File: src/rtl/core/ppc_pkg.sv
package ppc_pkg;

    localparam int TimeWidthDef   = 32;
    localparam int StampW         = 32;
    localparam int TicksW         = 16;
    localparam int LedW           = 16;
    localparam int EventW         = 3;
    localparam logic [TicksW-1:0] TimeoutReset = 16'd200;

    localparam logic [LedW-1:0] LedTop   = 16'h8000;
    localparam logic [LedW-1:0] LedLong  = 16'hFF00;
    localparam logic [LedW-1:0] LedSL    = 16'hFC00;
    localparam logic [LedW-1:0] LedLS    = 16'hFFFF;
    localparam logic [LedW-1:0] LedClear = 16'h0000;

    // classifier states, one-hot
    typedef enum logic [8:0] {
        ST_IDLE     = 9'b000000001,  // waiting for first press
        ST_P1       = 9'b000000010,  // first press held, timing
        ST_R1       = 9'b000000100,  // short release, waiting for second press
        ST_P1_LONG  = 9'b000001000,  // first press went long
        ST_P2_AFT_S = 9'b000010000,  // second press after short
        ST_R1_LONG  = 9'b000100000,  // released after long
        ST_SL_HOLD  = 9'b001000000,  // short-long, waiting for release
        ST_P2_AFT_L = 9'b010000000,  // second press after long
        ST_LL_HOLD  = 9'b100000000   // long-long, waiting for release
    } t_ppc_state;

    typedef enum logic [1:0] {
        EV_ON  = 2'd0,
        EV_OFF = 2'd1,
        EV_TO  = 2'd2
    } t_ppc_ev;

    typedef enum logic [2:0] {
        ACT_NONE  = 3'd0,
        ACT_S     = 3'd1,
        ACT_SS    = 3'd2,
        ACT_L     = 3'd3,
        ACT_SL    = 3'd4,
        ACT_LS    = 3'd5,
        ACT_LL    = 3'd6,
        ACT_STAMP = 3'd7
    } t_ppc_act;

    localparam logic [EventW-1:0] EVT_NONE = 3'd0;

    typedef struct packed {
        t_ppc_state next;
        t_ppc_act   act;
    } t_ppc_trans;

    typedef struct packed {
        t_ppc_state        state;
        logic              key_latched;
        logic [StampW-1:0] stamp;
        logic [LedW-1:0]   led;
        logic [EventW-1:0] pattern_event;
        logic              timed_out;
    } t_ppc_upd;

    function automatic logic ppc_watches(input t_ppc_state st);
        logic w;
        case (st)
            ST_P1, ST_R1, ST_P2_AFT_S, ST_R1_LONG, ST_P2_AFT_L: w = 1'b1;
            default: w = 1'b0;
        endcase
        return w;
    endfunction

    // transition table; a timeout only arrives in timer-watching states
    function automatic t_ppc_trans ppc_trans(input t_ppc_state st, input t_ppc_ev ev);
        t_ppc_trans t;
        t.next = ST_IDLE;
        t.act  = ACT_NONE;
        case (st)
            ST_IDLE: begin
                if (ev == EV_ON) begin
                    t.next = ST_P1;
                    t.act  = ACT_STAMP;
                end
            end
            ST_P1: begin
                case (ev)
                    EV_ON:  t.next = ST_P1;
                    EV_OFF: begin
                        t.next = ST_R1;
                        t.act  = ACT_STAMP;
                    end
                    default: t.next = ST_P1_LONG;
                endcase
            end
            ST_R1: begin
                case (ev)
                    EV_ON: begin
                        t.next = ST_P2_AFT_S;
                        t.act  = ACT_STAMP;
                    end
                    EV_OFF:  t.next = ST_R1;
                    default: t.act  = ACT_S;
                endcase
            end
            ST_P1_LONG: begin
                if (ev == EV_OFF) begin
                    t.next = ST_R1_LONG;
                    t.act  = ACT_STAMP;
                end else begin
                    t.next = ST_P1_LONG;
                end
            end
            ST_P2_AFT_S: begin
                case (ev)
                    EV_ON:   t.next = ST_P2_AFT_S;
                    EV_OFF:  t.act  = ACT_SS;
                    default: t.next = ST_SL_HOLD;
                endcase
            end
            ST_R1_LONG: begin
                case (ev)
                    EV_ON: begin
                        t.next = ST_P2_AFT_L;
                        t.act  = ACT_STAMP;
                    end
                    EV_OFF:  t.next = ST_R1_LONG;
                    default: t.act  = ACT_L;
                endcase
            end
            ST_SL_HOLD: begin
                if (ev == EV_OFF) t.act  = ACT_SL;
                else              t.next = ST_SL_HOLD;
            end
            ST_P2_AFT_L: begin
                case (ev)
                    EV_ON:   t.next = ST_P2_AFT_L;
                    EV_OFF:  t.act  = ACT_LS;
                    default: t.next = ST_LL_HOLD;
                endcase
            end
            ST_LL_HOLD: begin
                if (ev == EV_OFF) t.act  = ACT_LL;
                else              t.next = ST_LL_HOLD;
            end
            default: begin
                t.next = ST_IDLE;
                t.act  = ACT_NONE;
            end
        endcase
        return t;
    endfunction

endpackage

File: src/rtl/core/ppc_step.sv
module ppc_step
    import ppc_pkg::*;
#(
    parameter int TIME_WIDTH = TimeWidthDef
) (
    input  t_ppc_state        i_state,
    input  logic              i_key_latched,
    input  logic [StampW-1:0] i_stamp,
    input  logic [LedW-1:0]   i_led,
    input  logic [TicksW-1:0] i_timeout_ticks,
    input  logic              i_key,
    input  logic [StampW-1:0] i_now,
    output t_ppc_upd          o_upd
);

    localparam int CmpW = (TIME_WIDTH > TicksW) ? TIME_WIDTH : TicksW;

    logic [TIME_WIDTH-1:0] elapsed;
    logic                  timeout_hit;
    logic                  edge_on;
    logic                  edge_off;
    logic                  has_ev;
    t_ppc_ev               ev;
    t_ppc_trans            tr;

    // elapsed time wraps at the timer width
    assign elapsed     = TIME_WIDTH'(i_now) - TIME_WIDTH'(i_stamp);
    assign timeout_hit = ppc_watches(i_state)
                       && (CmpW'(elapsed) >= CmpW'(i_timeout_ticks));
    assign edge_on     = !i_key_latched && i_key;
    assign edge_off    = i_key_latched && !i_key;
    assign has_ev      = timeout_hit || edge_on || edge_off;

    always_comb begin
        if (timeout_hit)  ev = EV_TO;
        else if (edge_on) ev = EV_ON;
        else              ev = EV_OFF;
    end

    assign tr = ppc_trans(i_state, ev);

    always_comb begin
        o_upd.state         = i_state;
        o_upd.key_latched   = i_key_latched;
        o_upd.stamp         = i_stamp;
        o_upd.led           = i_led;
        o_upd.pattern_event = EVT_NONE;
        o_upd.timed_out     = timeout_hit;
        // the switch is not sampled on a timeout poll
        if (!timeout_hit) o_upd.key_latched = i_key;
        if (has_ev) begin
            o_upd.state = tr.next;
            case (tr.act)
                ACT_S:     o_upd.led = (i_led >> 1) | LedTop;
                ACT_SS:    o_upd.led = i_led << 1;
                ACT_L:     o_upd.led = LedLong;
                ACT_SL:    o_upd.led = LedSL;
                ACT_LS:    o_upd.led = LedLS;
                ACT_LL:    o_upd.led = LedClear;
                ACT_STAMP: o_upd.stamp = i_now;
                default:   o_upd.led = i_led;
            endcase
            if (tr.act != ACT_NONE && tr.act != ACT_STAMP) begin
                o_upd.pattern_event = EventW'(tr.act);
            end
        end
    end

endmodule

File: src/rtl/core/press_pattern_classifier.sv
// Each item passes through the input register and then the result register to the master side.
// Throughput: one item per cycle unless the master side stalls; the only loop is the state update.
// Reset (i_rst_n low, synchronous): classifier idle, key released, stamp and LEDs
// zero, timeout_ticks back to 200, both stream sides empty.
// Each accepted item gives exactly one result item.
module press_pattern_classifier
    import ppc_pkg::*;
#(
    parameter int TIME_WIDTH = TimeWidthDef
) (
    input  logic              i_clk,
    input  logic              i_rst_n,
    input  logic              i_cfg_we,
    input  logic [TicksW-1:0] i_cfg_wdata,    // timeout_ticks
    input  logic              s_axis_tvalid,
    output logic              s_axis_tready,
    input  logic [39:0]       s_axis_tdata,   // [0] key_pressed, [32:1] current_time
    output logic              m_axis_tvalid,
    input  logic              m_axis_tready,
    output logic [23:0]       m_axis_tdata    // [15:0] led_pattern, [18:16] pattern_event,
                                              // [19] timed_out
);

    // input register
    logic              r_in_valid;
    logic              r_in_key;
    logic [StampW-1:0] r_in_time;

    // classifier state
    t_ppc_state        r_state;
    logic              r_key_latched;
    logic [StampW-1:0] r_stamp;
    logic [LedW-1:0]   r_led;
    logic [TicksW-1:0] r_timeout;

    // result register
    logic              r_out_valid;
    logic [LedW-1:0]   r_out_led;
    logic [EventW-1:0] r_out_event;
    logic              r_out_timed;

    logic              n_out_free;
    logic              n_advance;
    t_ppc_upd          upd;

    // advance the item in the input register when the result register can take it
    assign n_out_free    = !r_out_valid || m_axis_tready;
    assign n_advance     = r_in_valid && n_out_free;
    assign s_axis_tready = !r_in_valid || n_out_free;

    ppc_step #(
        .TIME_WIDTH(TIME_WIDTH)
    ) u_step (
        .i_state        (r_state),
        .i_key_latched  (r_key_latched),
        .i_stamp        (r_stamp),
        .i_led          (r_led),
        .i_timeout_ticks(r_timeout),
        .i_key          (r_in_key),
        .i_now          (r_in_time),
        .o_upd          (upd)
    );

    always_ff @(posedge i_clk) begin
        if (!i_rst_n) begin
            r_in_valid <= 1'b0;
        end else if (s_axis_tready) begin
            r_in_valid <= s_axis_tvalid;
        end
    end

    // payload only; hold while stalled
    always_ff @(posedge i_clk) begin
        if (s_axis_tready && s_axis_tvalid) begin
            r_in_key  <= s_axis_tdata[0];
            r_in_time <= s_axis_tdata[32:1];
        end
    end

    always_ff @(posedge i_clk) begin
        if (!i_rst_n) begin
            r_timeout <= TimeoutReset;
        end else if (i_cfg_we) begin
            r_timeout <= i_cfg_wdata;
        end
    end

    // commit one poll's update per advancing item
    always_ff @(posedge i_clk) begin
        if (!i_rst_n) begin
            r_state       <= ST_IDLE;
            r_key_latched <= 1'b0;
            r_stamp       <= '0;
            r_led         <= '0;
        end else if (n_advance) begin
            r_state       <= upd.state;
            r_key_latched <= upd.key_latched;
            r_stamp       <= upd.stamp;
            r_led         <= upd.led;
        end
    end

    always_ff @(posedge i_clk) begin
        if (!i_rst_n) begin
            r_out_valid <= 1'b0;
        end else if (n_out_free) begin
            r_out_valid <= r_in_valid;
        end
    end

    always_ff @(posedge i_clk) begin
        if (n_advance) begin
            r_out_led   <= upd.led;
            r_out_event <= upd.pattern_event;
            r_out_timed <= upd.timed_out;
        end
    end

    assign m_axis_tvalid = r_out_valid;
    assign m_axis_tdata  = {4'b0000, r_out_timed, r_out_event, r_out_led};

endmodule
File: config.mk
export PLATFORM = sky130hd
export DESIGN_NAME = press_pattern_classifier
export DESIGN_NICKNAME = d
export VERILOG_FILES = /design/src/rtl/core/ppc_pkg.sv /design/src/rtl/core/ppc_step.sv /design/src/rtl/core/press_pattern_classifier.sv
export SDC_FILE = /design/constraint.sdc
export NUM_CORES = 1
export LEC_CHECK = 0
export BUFFER_PORTS_ARGS = -buffer_cell sky130_fd_sc_hd__buf_2
export CAP_MARGIN = 10
export CORE_MARGIN = 2
export CORE_UTILIZATION = 39
export CTS_CLUSTER_DIAMETER = 40
export DETAILED_ROUTE_END_ITERATION = 8
export HOLD_SLACK_MARGIN = 0.12
export PLACE_DENSITY = 0.57
export SLEW_MARGIN = 0
export SYNTH_ARGS = -nofsm -noshare
export SYNTH_HDL_FRONTEND = slang
export SYNTH_SLANG_ARGS = --single-unit
File: constraint.sdc
create_clock -name i_clk -period 11.1 [get_ports i_clk]
set_clock_uncertainty 0.15 [all_clocks]
set_input_delay 1.665 -clock i_clk [delete_from_list [all_inputs] [get_ports i_clk]]
set_output_delay 1.665 -clock i_clk [all_outputs]
set_load 0.02 [all_outputs]
==> results of run 1 <==
metal layers:
layer	routed length, µm	share of wire (%)
met1	9800	48
met2	9370	46
met3	792	3.9
met4	295	1.5
met5	0	0
final timing paths:
check	start	endpoint	slack, ps	cells past startpoint
worst max register to register	r_in_time[4]	r_stamp[20]	4550	24
worst min register to register	r_timeout[3]	r_timeout[3]	350	2
worst min-delay path	r_timeout[3]	r_timeout[3]	350	2
worst max-delay path	r_in_time[4]	r_stamp[20]	4550	24
registers in the layout (all words and copies together), names as in the netlist, 3 cells and up:
name	cells
r_in_time	32
r_led	16
r_out_event	3
r_out_led	16
r_stamp	32
r_state	9
r_timeout	16
cells in the mapped netlist, drive strengths merged, types with 8 or more instances:
master  count
a21o       10
dfxtp      76
nor2       42
xnor2      17
nor3       21
mux2       10
clkbuf     29
nand2      65
nor4        8
edfxtp     53
mux2i      52
a21oi      47
a221oi     10
ha         47
o21ai      43
buf        19
and3       12
o21a       13
nand4      16
o211ai     17
nor2b      61
nand2b     15
inv        61
nand3      18
kinds of logic after synthesis:
group                      share of synthesized area (%)
DFF                                                 37.5
other                                             0.0452
AOI/OAI and AO/OA                                   18.5
xor gates and xnor gates                            2.43
and+or+nand+nor                                     20.9
muxes                                               7.63
buffers and inverters                               5.67
adders and majority gates                           7.32
metrics by stage:
stage	instances	cell area [µm²]	utilization, %	total power, mW
4_1_cts	1238	9400	44.9	1.32
3_3_place_gp	1206	8820	42.1	0.746
3_5_place_dp	1206	8820	42.1	0.748
2_1_floorplan	901	8310	-	0.692
5_1_grt	1238	9400	44.9	1.37
6_report	1238	9400	44.9	1.30
worst max-delay path, cell delays in order (launching register included):
cell and delay, ps:
edfxtp_1 390, ha_1 370, a21o_1 220, a21oi_1 360, nand2_1 160, a21o_1 200, a21oi_1 210, nor2b_1 70
a21oi_1 180, xnor2_1 150, ha_1 260, and4_1 160, nand2_1 80, or4_1 120, nand4_1 90, nor3_1 190
nand3_1 140, nor4_2 250, or3b_4 520, nand2_2 240, inv_2 170, nor4_4 900, buf_4 510, mux2i_1 240
nor2b_1 60
area by class of cell:
type | instances | area (µm²) | share of cell area, %
Sequential cell | 129 | 3110 | 33.1
Tap cell | 275 | 344 | 3.66
Clock buffer | 17 | 425 | 4.52
Inverter | 61 | 229 | 2.44
Clock inverter | 15 | 160 | 1.70
Multi-Input combinational cell | 663 | 4730 | 50.3
Timing Repair Buffer | 78 | 398 | 4.23
where the power goes:
part / internal [mW] / switching (mW) / leakage (nW)
Combinational: 0.0835 / 0.129 / 2.03
Clock: 0.319 / 0.245 / 0.289
Sequential: 0.515 / 0.0111 / 1.13
==> summary.txt, run 1 <==
Route
  – Per-cell routed wire length: 16.4 µm
  – Via/cell ratio: 5.45
  – 1st-pass router iterations: 5
  – Antenna-violating nets left: 0
  – DR iter-0 viols: 480
  – # DRC: 0
  – Detailed Route WL: 20.3 mm
  – DR vias: 6,741

Clock network
  – CTS tree: built
  – Post-cts sizing count: 0
  – CTS Buffer Depth: 2
  – CTS Buf Count: 17
  – CTS Root Cell: clkbuf_16
  – Later-pin clock latency in the skew report: 430 ps
  – H-Tree Depth: 4
  – CTS Sinks: 129
  – Post-CTS setup buffer count: 0
  – Clk slew on worst S/H paths: 70 ps
  – CTS Hold Bufs: 0

Floorplanning
  – Starting Density: 39.6%
  – Die X: 150 µm
  – # IOs: 87
  – Die height: 150 µm
  – Total die area: 0.0225 mm²
  – Core Region: 0.0210 mm²
  – Site Rows: 53

Logic synthesis
  – Ys Warns: 0
  – Post-synthesis sequential area ratio: 37.5%
  – Synth async-reset ratio: 0%
  – Synth top area cells: edfxtp_1 19%, dfxtp_1 18%, ha_1 7.1%, mux2i_1 6.3%, nor2b_1 4.6%
  – Netlist cell types: 89
  – Synth area leader: edfxtp_1
  – Synthesized area: 0.00830 mm²
  – #FFs+latches synth: 129
  – Share of the synthesized area in the top cell type: 19.2%
  – Cells after synthesis: 898
  – Synth Area per Inst: 9.25 µm²
  – Number of synthesized flops with an enable pin: 53
  – Primary FF master, synth: dfxtp_1

Placement
  – Setup slack at placement: 4550 ps
  – GP Congestion: 0.925
  – I/O Buffers: 75
  – Post-DP HPWL: 14.8 mm

Setup path
  – Worst setup EP type: register
  – Worst Setup Start Kind: register
  – CP Max Fanout: 22
  – Critical Path AT: 6720 ps
  – Required time worst endpoint: 11,270 ps
  – Critical setup path kind: reg2reg

Timing
  – Relative slew slack: 33.0%
  – Tcrit/Tclk final: 59.0%
  – Crit path time final: 6550 ps
  – Final worst slack: 4550 ps
  – Max Transition Viols Final: 0
  – Setup violators final: 0
  – Fmax: 0.153 GHz
  – TNS Setup: 0 ps
  – RSZ-0062 raised after global routing: false
  – Tightest Pin Transition: 997 ps
  – Fin. Hold Viols: 0
  – Hold WS: 348 ps

Finish
  – Filler Cell Count: 2,085
  – Share of cells above drive strength 1: 16.1%
  – Diodes inserted: 0
  – Final nets: 1,059
  – Commonest non-fill, non-tap cell in the layout: dfxtp_1
  – Synth-to-layout area growth: 13.2%
  – Most frequent cells in the layout: 76 x dfxtp_1, 75 x buf_2, 64 x nand2_1

GRT
  – GRT Residual Overflow: 0
  – Met2 Track Usage GR: 29.9%
  – Vias in the first global route: 6,300
  – GRT busiest layer: met2
  – GRT Total Usage: 18.7%
  – First-pass GRT wire length: 33.1 mm
  – Initial antenna violation count: 0
  – Largest net degree at the start of global routing: 77
  – Met1 usage: 25.8%
  – GR Layer Usage met3: 3.14%

Run status
  – Status: completed

Pwr
  – PD cells: 139 mW/mm²
  – P_leak: 3.45 nW
  – Maximum vdd ir drop: 0.000103 V

Job
  – Total of max-cap violations: 0

Hold path
  – Worst min-delay path class: reg2reg
Power figures use the tool's default switching activity.
==> run 2: changes to the inputs <==
clock period = 6.7 ns   (was 11.1 ns; I/O delays follow)
==> run 2 against run 1 <==
Compared with the run above: register-to-register slack got worse by 3800 ps; flip-flop and latch count stayed put; sequential power grew 65%; clock-buffer cell count stayed put; utilization increased by 0.35 points; clock power rose by 76%; worst setup slack lost 3800 ps; non-clock buffer count increased by 5; final cell count up 0.40%.
==> summary.txt, run 2 (synthesis results as in run 1) <==
Setup path
  – Reg2reg path depth: 23
  – Critical setup path kind: reg2reg
  – Worst R2R Setup Slack: 770 ps
  – CP Launch Point: r_in_time[2]
  – Reg2reg end: r_out_led[11]
  – Required time worst endpoint: 6730 ps
  – CP Capture Point: r_out_led[11]
  – CP Max Fanout: 13
  – Worst setup EP type: register
  – Reg2reg start: r_in_time[2]
  – Critical Path AT: 5960 ps
  – Worst Setup Start Kind: register

Job
  – Total of max-cap violations: 0

Floorplanning
  – Starting Density: 39.6%
  – Die X: 150 µm
  – # IOs: 87
  – Site Rows: 53
  – Total die area: 0.0225 mm²
  – Die height: 150 µm
  – Core Region: 0.0210 mm²

Placement
  – Placed cell areas: 0.00885 mm²
  – Post-DP HPWL: 14.9 mm
  – GP Congestion: 0.919
  – Setup slack at placement: 806 ps
  – I/O Buffers: 75
  – Placed insts: 1,211

Pwr
  – Psw: 0.628 mW
  – Sw frac: 28.3%
  – P_leak: 3.49 nW
  – PD cells: 234 mW/mm²
  – Seq pwr share: 39.3%
  – Comb pwr share: 16.0%
  – Clock network power share: 44.7%
  – Cell Int Power: 1.59 mW
  – Tot Pwr: 2.22 mW
  – Maximum vdd ir drop: 0.000155 V

Clock network
  – CTS Buffer Depth: 2
  – H-Tree Depth: 4
  – Post-CTS setup buffer count: 0
  – Post-cts sizing count: 0
  – Later-pin clock latency in the skew report: 430 ps
  – CTS tree: built
  – CTS Hold Bufs: 0
  – CTS Root Cell: clkbuf_16
  – CTS Buf Count: 17
  – CTS Sinks: 129
  – Clk slew on worst S/H paths: 70 ps

Finish
  – Filler Cell Count: 2,105
  – Most frequent cells in the layout: 76 x dfxtp_1, 75 x buf_2, 64 x nand2_1
  – Share of cells above drive strength 1: 16.5%
  – Commonest non-fill, non-tap cell in the layout: dfxtp_1
  – Diodes inserted: 0
  – Final Core Density: 45.2%
  – Final nets: 1,064
  – Cell area after layout: 0.00948 mm²
  – Biggest regs: r_in_time: 32 flops, r_stamp: 32 flops
  – Synth-to-layout area growth: 14.1%
  – Finished Layout Cells: 1,243

Route
  – DR iter-0 viols: 492
  – DR vias: 6,757
  – Per-cell routed wire length: 16.3 µm
  – Antenna-violating nets left: 0
  – Via/cell ratio: 5.44
  – 1st-pass router iterations: 5
  – Detailed Route WL: 20.3 mm
  – # DRC: 0

GRT
  – GRT Residual Overflow: 0
  – GRT Total Usage: 18.6%
  – Vias in the first global route: 6,412
  – Largest net degree at the start of global routing: 77
  – First-pass GRT wire length: 33.0 mm
  – Initial antenna violation count: 0

Timing
  – Fmax: 0.169 GHz
  – Setup violators final: 0
  – Hold WS: 347 ps
  – Tightest Pin Transition: 992 ps
  – TNS Setup: 0 ps
  – Fin. Hold Viols: 0
  – Final worst slack: 771 ps
  – Relative slew slack: 33.3%
  – Max Transition Viols Final: 0
  – Tcrit/Tclk final: 88.5%
  – Crit path time final: 5930 ps
  – RSZ-0062 raised after global routing: false

Hold path
  – Worst min-delay path class: reg2reg

Run status
  – Status: completed
## run 2: cell count changes in the layout (fill, tap and decap cells not counted)
cell	previous run	this run
clkinv_4	1	2
bufinv_16	1	3
clkinvlp_4	1	3
inv_8	5	2
inv_6	6	5
clkinv_2	1	0
buf_4	3	8
## run 2: how the worst min path moves through the flow
stage | start | cells after the start | slack [ps] | end
3_5_place_dp | r_timeout[6] | 2 | 340 | r_timeout[6]
6_report | r_timeout[6] | 2 | 350 | r_timeout[6]
5_1_grt | r_timeout[6] | 2 | 390 | r_timeout[6]
2_1_floorplan | r_timeout[3] | 2 | 310 | r_timeout[3]
4_1_cts | r_timeout[6] | 2 | 350 | r_timeout[6]
3_3_place_gp | r_timeout[3] | 2 | 330 | r_timeout[3]
## run 2: cell type report
type	count	area, µm²	area share (%)
multi-input cells	663	4730	49.9
clock buffers	17	425	4.49
flip-flops and latches	129	3110	32.9
well taps	275	344	3.63
clock inverters	15	196	2.07
inverters	61	229	2.42
repair buffers	83	435	4.60
## run 2: routing by layer
metal / share of wire (%) / vias to the layer above / track usage, %
met4: 1.6 / 0 / 6.37
li1: - / 3411 / -
met3: 3.6 / 28 / 2.99
met5: 0 / - / 0
met1: 49 / 3166 / 25.7
met2: 46 / 152 / 29.5
## run 2: power by group through the flow
stage	Clock, mW	Combinational (mW)	Sequential, mW
4_1_cts	1.01	0.354	0.873
3_5_place_dp	0	0.351	0.890
5_1_grt	1.05	0.395	0.876
6_report	0.992	0.354	0.872
3_3_place_gp	0	0.349	0.889
2_1_floorplan	0	0.254	0.892
## run 2: critical path, cell delays in order, from the launching register on
cell and delay, ps:
edfxtp_1 390, ha_1 370, nor2b_1 170, o2111ai_1 410
nand2_1 150, a21o_1 200, a21oi_1 200, nor2b_1 70
a21oi_1 190, xnor2_1 140, ha_1 260, and4_1 160
nand2_1 80, or4_1 120, nand4_1 100, nor3_1 200
nand3_1 140, nor4_2 250, or3b_4 520, nand2_2 230
inv_2 150, o31ai_1 460, nor2_1 240, o31a_1 330
==> run 3: changes to the inputs <==
CORE_MARGIN = unset   (was 2)
==> run 3 against run 2 <==
Compared with the run above: critical endpoint is now r_out_led[10]; clock-buffer cell count is the same; fmax shrank 0.94%; critical path depth unchanged; non-clock buffer count down 2; the flow now finishes with violations (DRC).
==> summary.txt, run 3 (synthesis results as in run 1) <==
Route
  – Detailed Route WL: 20.1 mm
  – DR iter-0 viols: 436
  – # DRC: 2
  – Per-cell routed wire length: 16.2 µm
  – DR vias: 6,719
  – Antenna-violating nets left: 0
  – 1st-pass router iterations: 7
  – Via/cell ratio: 5.41

Clock network
  – CTS Buf Count: 17
  – CTS Hold Bufs: 0
  – CTS Sinks: 129
  – H-Tree Depth: 4
  – Post-CTS setup buffer count: 0
  – Later-pin clock latency in the skew report: 430 ps
  – CTS tree: built
  – Post-cts sizing count: 0
  – Clk slew on worst S/H paths: 70 ps
  – CTS Root Cell: clkbuf_16
  – CTS Buffer Depth: 2

Timing
  – Relative slew slack: 31.3%
  – Setup violators final: 0
  – RSZ-0062 raised after global routing: false
  – Fmax: 0.167 GHz
  – Fin. Hold Viols: 0
  – Tightest Pin Transition: 1020 ps
  – Tcrit/Tclk final: 89.3%
  – Crit path time final: 5990 ps
  – Max Transition Viols Final: 0
  – TNS Setup: 0 ps

Floorplanning
  – Total die area: 0.0219 mm²
  – Die X: 148 µm
  – Core Region: 0.0210 mm²
  – Starting Density: 39.6%
  – Site Rows: 53
  – Die height: 148 µm
  – # IOs: 87

Setup path
  – CP Max Fanout: 13
  – Reg2reg start: r_in_time[2]
  – Worst R2R Setup Slack: 710 ps
  – Cell Chain, Critical Path: ha_1 -> nor2b_1 -> o2111ai_1 -> nand2_1 -> a21o_1 -> a21oi_1 -> nor2b_1 -> a21oi_1 -> xnor2_1 -> ha_1 -> and4_1 -> nand2_1 -> or4_1 -> nand4_1 -> nor3_1 -> nand3_1 -> nor4_2 -> or3b_4 -> nand2_2 -> inv_2 -> o31ai_1 -> nor2_1 -> o31a_1
  – CP delay by family, top: simple AND/OR/NAND/NOR gates
  – Required time worst endpoint: 6730 ps
  – Worst path max stage delay: 520 ps
  – Worst Setup Start Kind: register
  – CP Launch Point: r_in_time[2]
  – Critical Path AT: 6010 ps
  – Worst setup EP type: register
  – WP buf/inv: 1
  – Slowest CP cell: or3b_4
  – Critical setup path kind: reg2reg

Finish
  – Filler Cell Count: 2,135
  – Biggest regs: r_in_time: 32 flops, r_stamp: 32 flops
  – Diodes inserted: 0
  – Cell area after layout: 0.00941 mm²
  – Synth-to-layout area growth: 13.4%
  – Commonest non-fill, non-tap cell in the layout: dfxtp_1
  – Final nets: 1,062
  – Share of cells above drive strength 1: 16.5%
  – Most frequent cells in the layout: 76 x dfxtp_1, 75 x buf_2, 64 x nand2_1
  – Final Core Density: 44.9%

Pwr
  – Maximum vdd ir drop: 0.000157 V
  – Tot Pwr: 2.13 mW
  – PD cells: 226 mW/mm²
  – P_leak: 3.45 nW

Placement
  – Placed cell areas: 0.00884 mm²
  – I/O Buffers: 75
  – GP Congestion: 0.899
  – Post-DP HPWL: 14.7 mm

GRT
  – GRT Total Usage: 19.2%
  – GRT Residual Overflow: 0
  – Vias in the first global route: 6,566
  – Largest net degree at the start of global routing: 77
  – Initial antenna violation count: 0
  – First-pass GRT wire length: 33.3 mm

Run status
  – Status: finished, violations left
  – Failing checks: DRC

Job
  – Total of max-cap violations: 0

Hold path
  – Hold Startpoint: r_timeout[6]
  – Worst min-delay path class: reg2reg
[run 3: final cells by class]
type	instances	area, µm²	area share, %
multi-input cells	663	4740	50.3
flip-flops and latches	129	3110	33.1
clock buffers	17	425	4.52
repair buffers	81	420	4.47
well taps	275	344	3.65
inverters	61	229	2.43
clock inverters	15	145	1.54
[run 3: path summary, 6_finish.rpt]
kind / to / depth (start not counted)
worst min-delay path: r_timeout[6] / 2
worst min register to register: r_timeout[6] / 2
worst max-delay path: r_out_led[10] / 23
worst max register to register: r_out_led[10] / 23
[run 3: worst reg2reg max path, stage by stage, from the launching register on]
cell and delay, ps:
edfxtp_1 390, ha_1 370, nor2b_1 170, o2111ai_1 430, nand2_1 160, a21o_1 200, a21oi_1 200, nor2b_1 70
a21oi_1 170, xnor2_1 150, ha_1 270, and4_1 160, nand2_1 80, or4_1 120, nand4_1 100, nor3_1 200
nand3_1 140, nor4_2 250, or3b_4 520, nand2_2 240, inv_2 160, o31ai_1 460, nor2_1 230, o31a_1 320
[run 3: power breakdown]
group / leakage, nW / switching (mW) / internal [mW]
clock network: 0.272 / 0.414 / 0.492
logic: 2.05 / 0.213 / 0.139
registers: 1.13 / 0.0179 / 0.854
total: 3.45 / 0.644 / 1.49
[run 3: layer usage]
metal	global-route usage, %	up-vias	share of wire (%)
met4	5.46	0	1.1
met5	0	-	0
met1	26.0	3135	49
met3	4.14	19	4.4
li1	-	3400	-
met2	30.7	165	46
[run 3: metrics by stage]
step,hold WS (ps),cells,setup WS (ps)
final,341,1241,715
after global routing,370,1241,194
after CTS,343,1241,768
after detailed placement,334,1209,773
after global placement,328,1209,838
after floorplan,311,901,1750
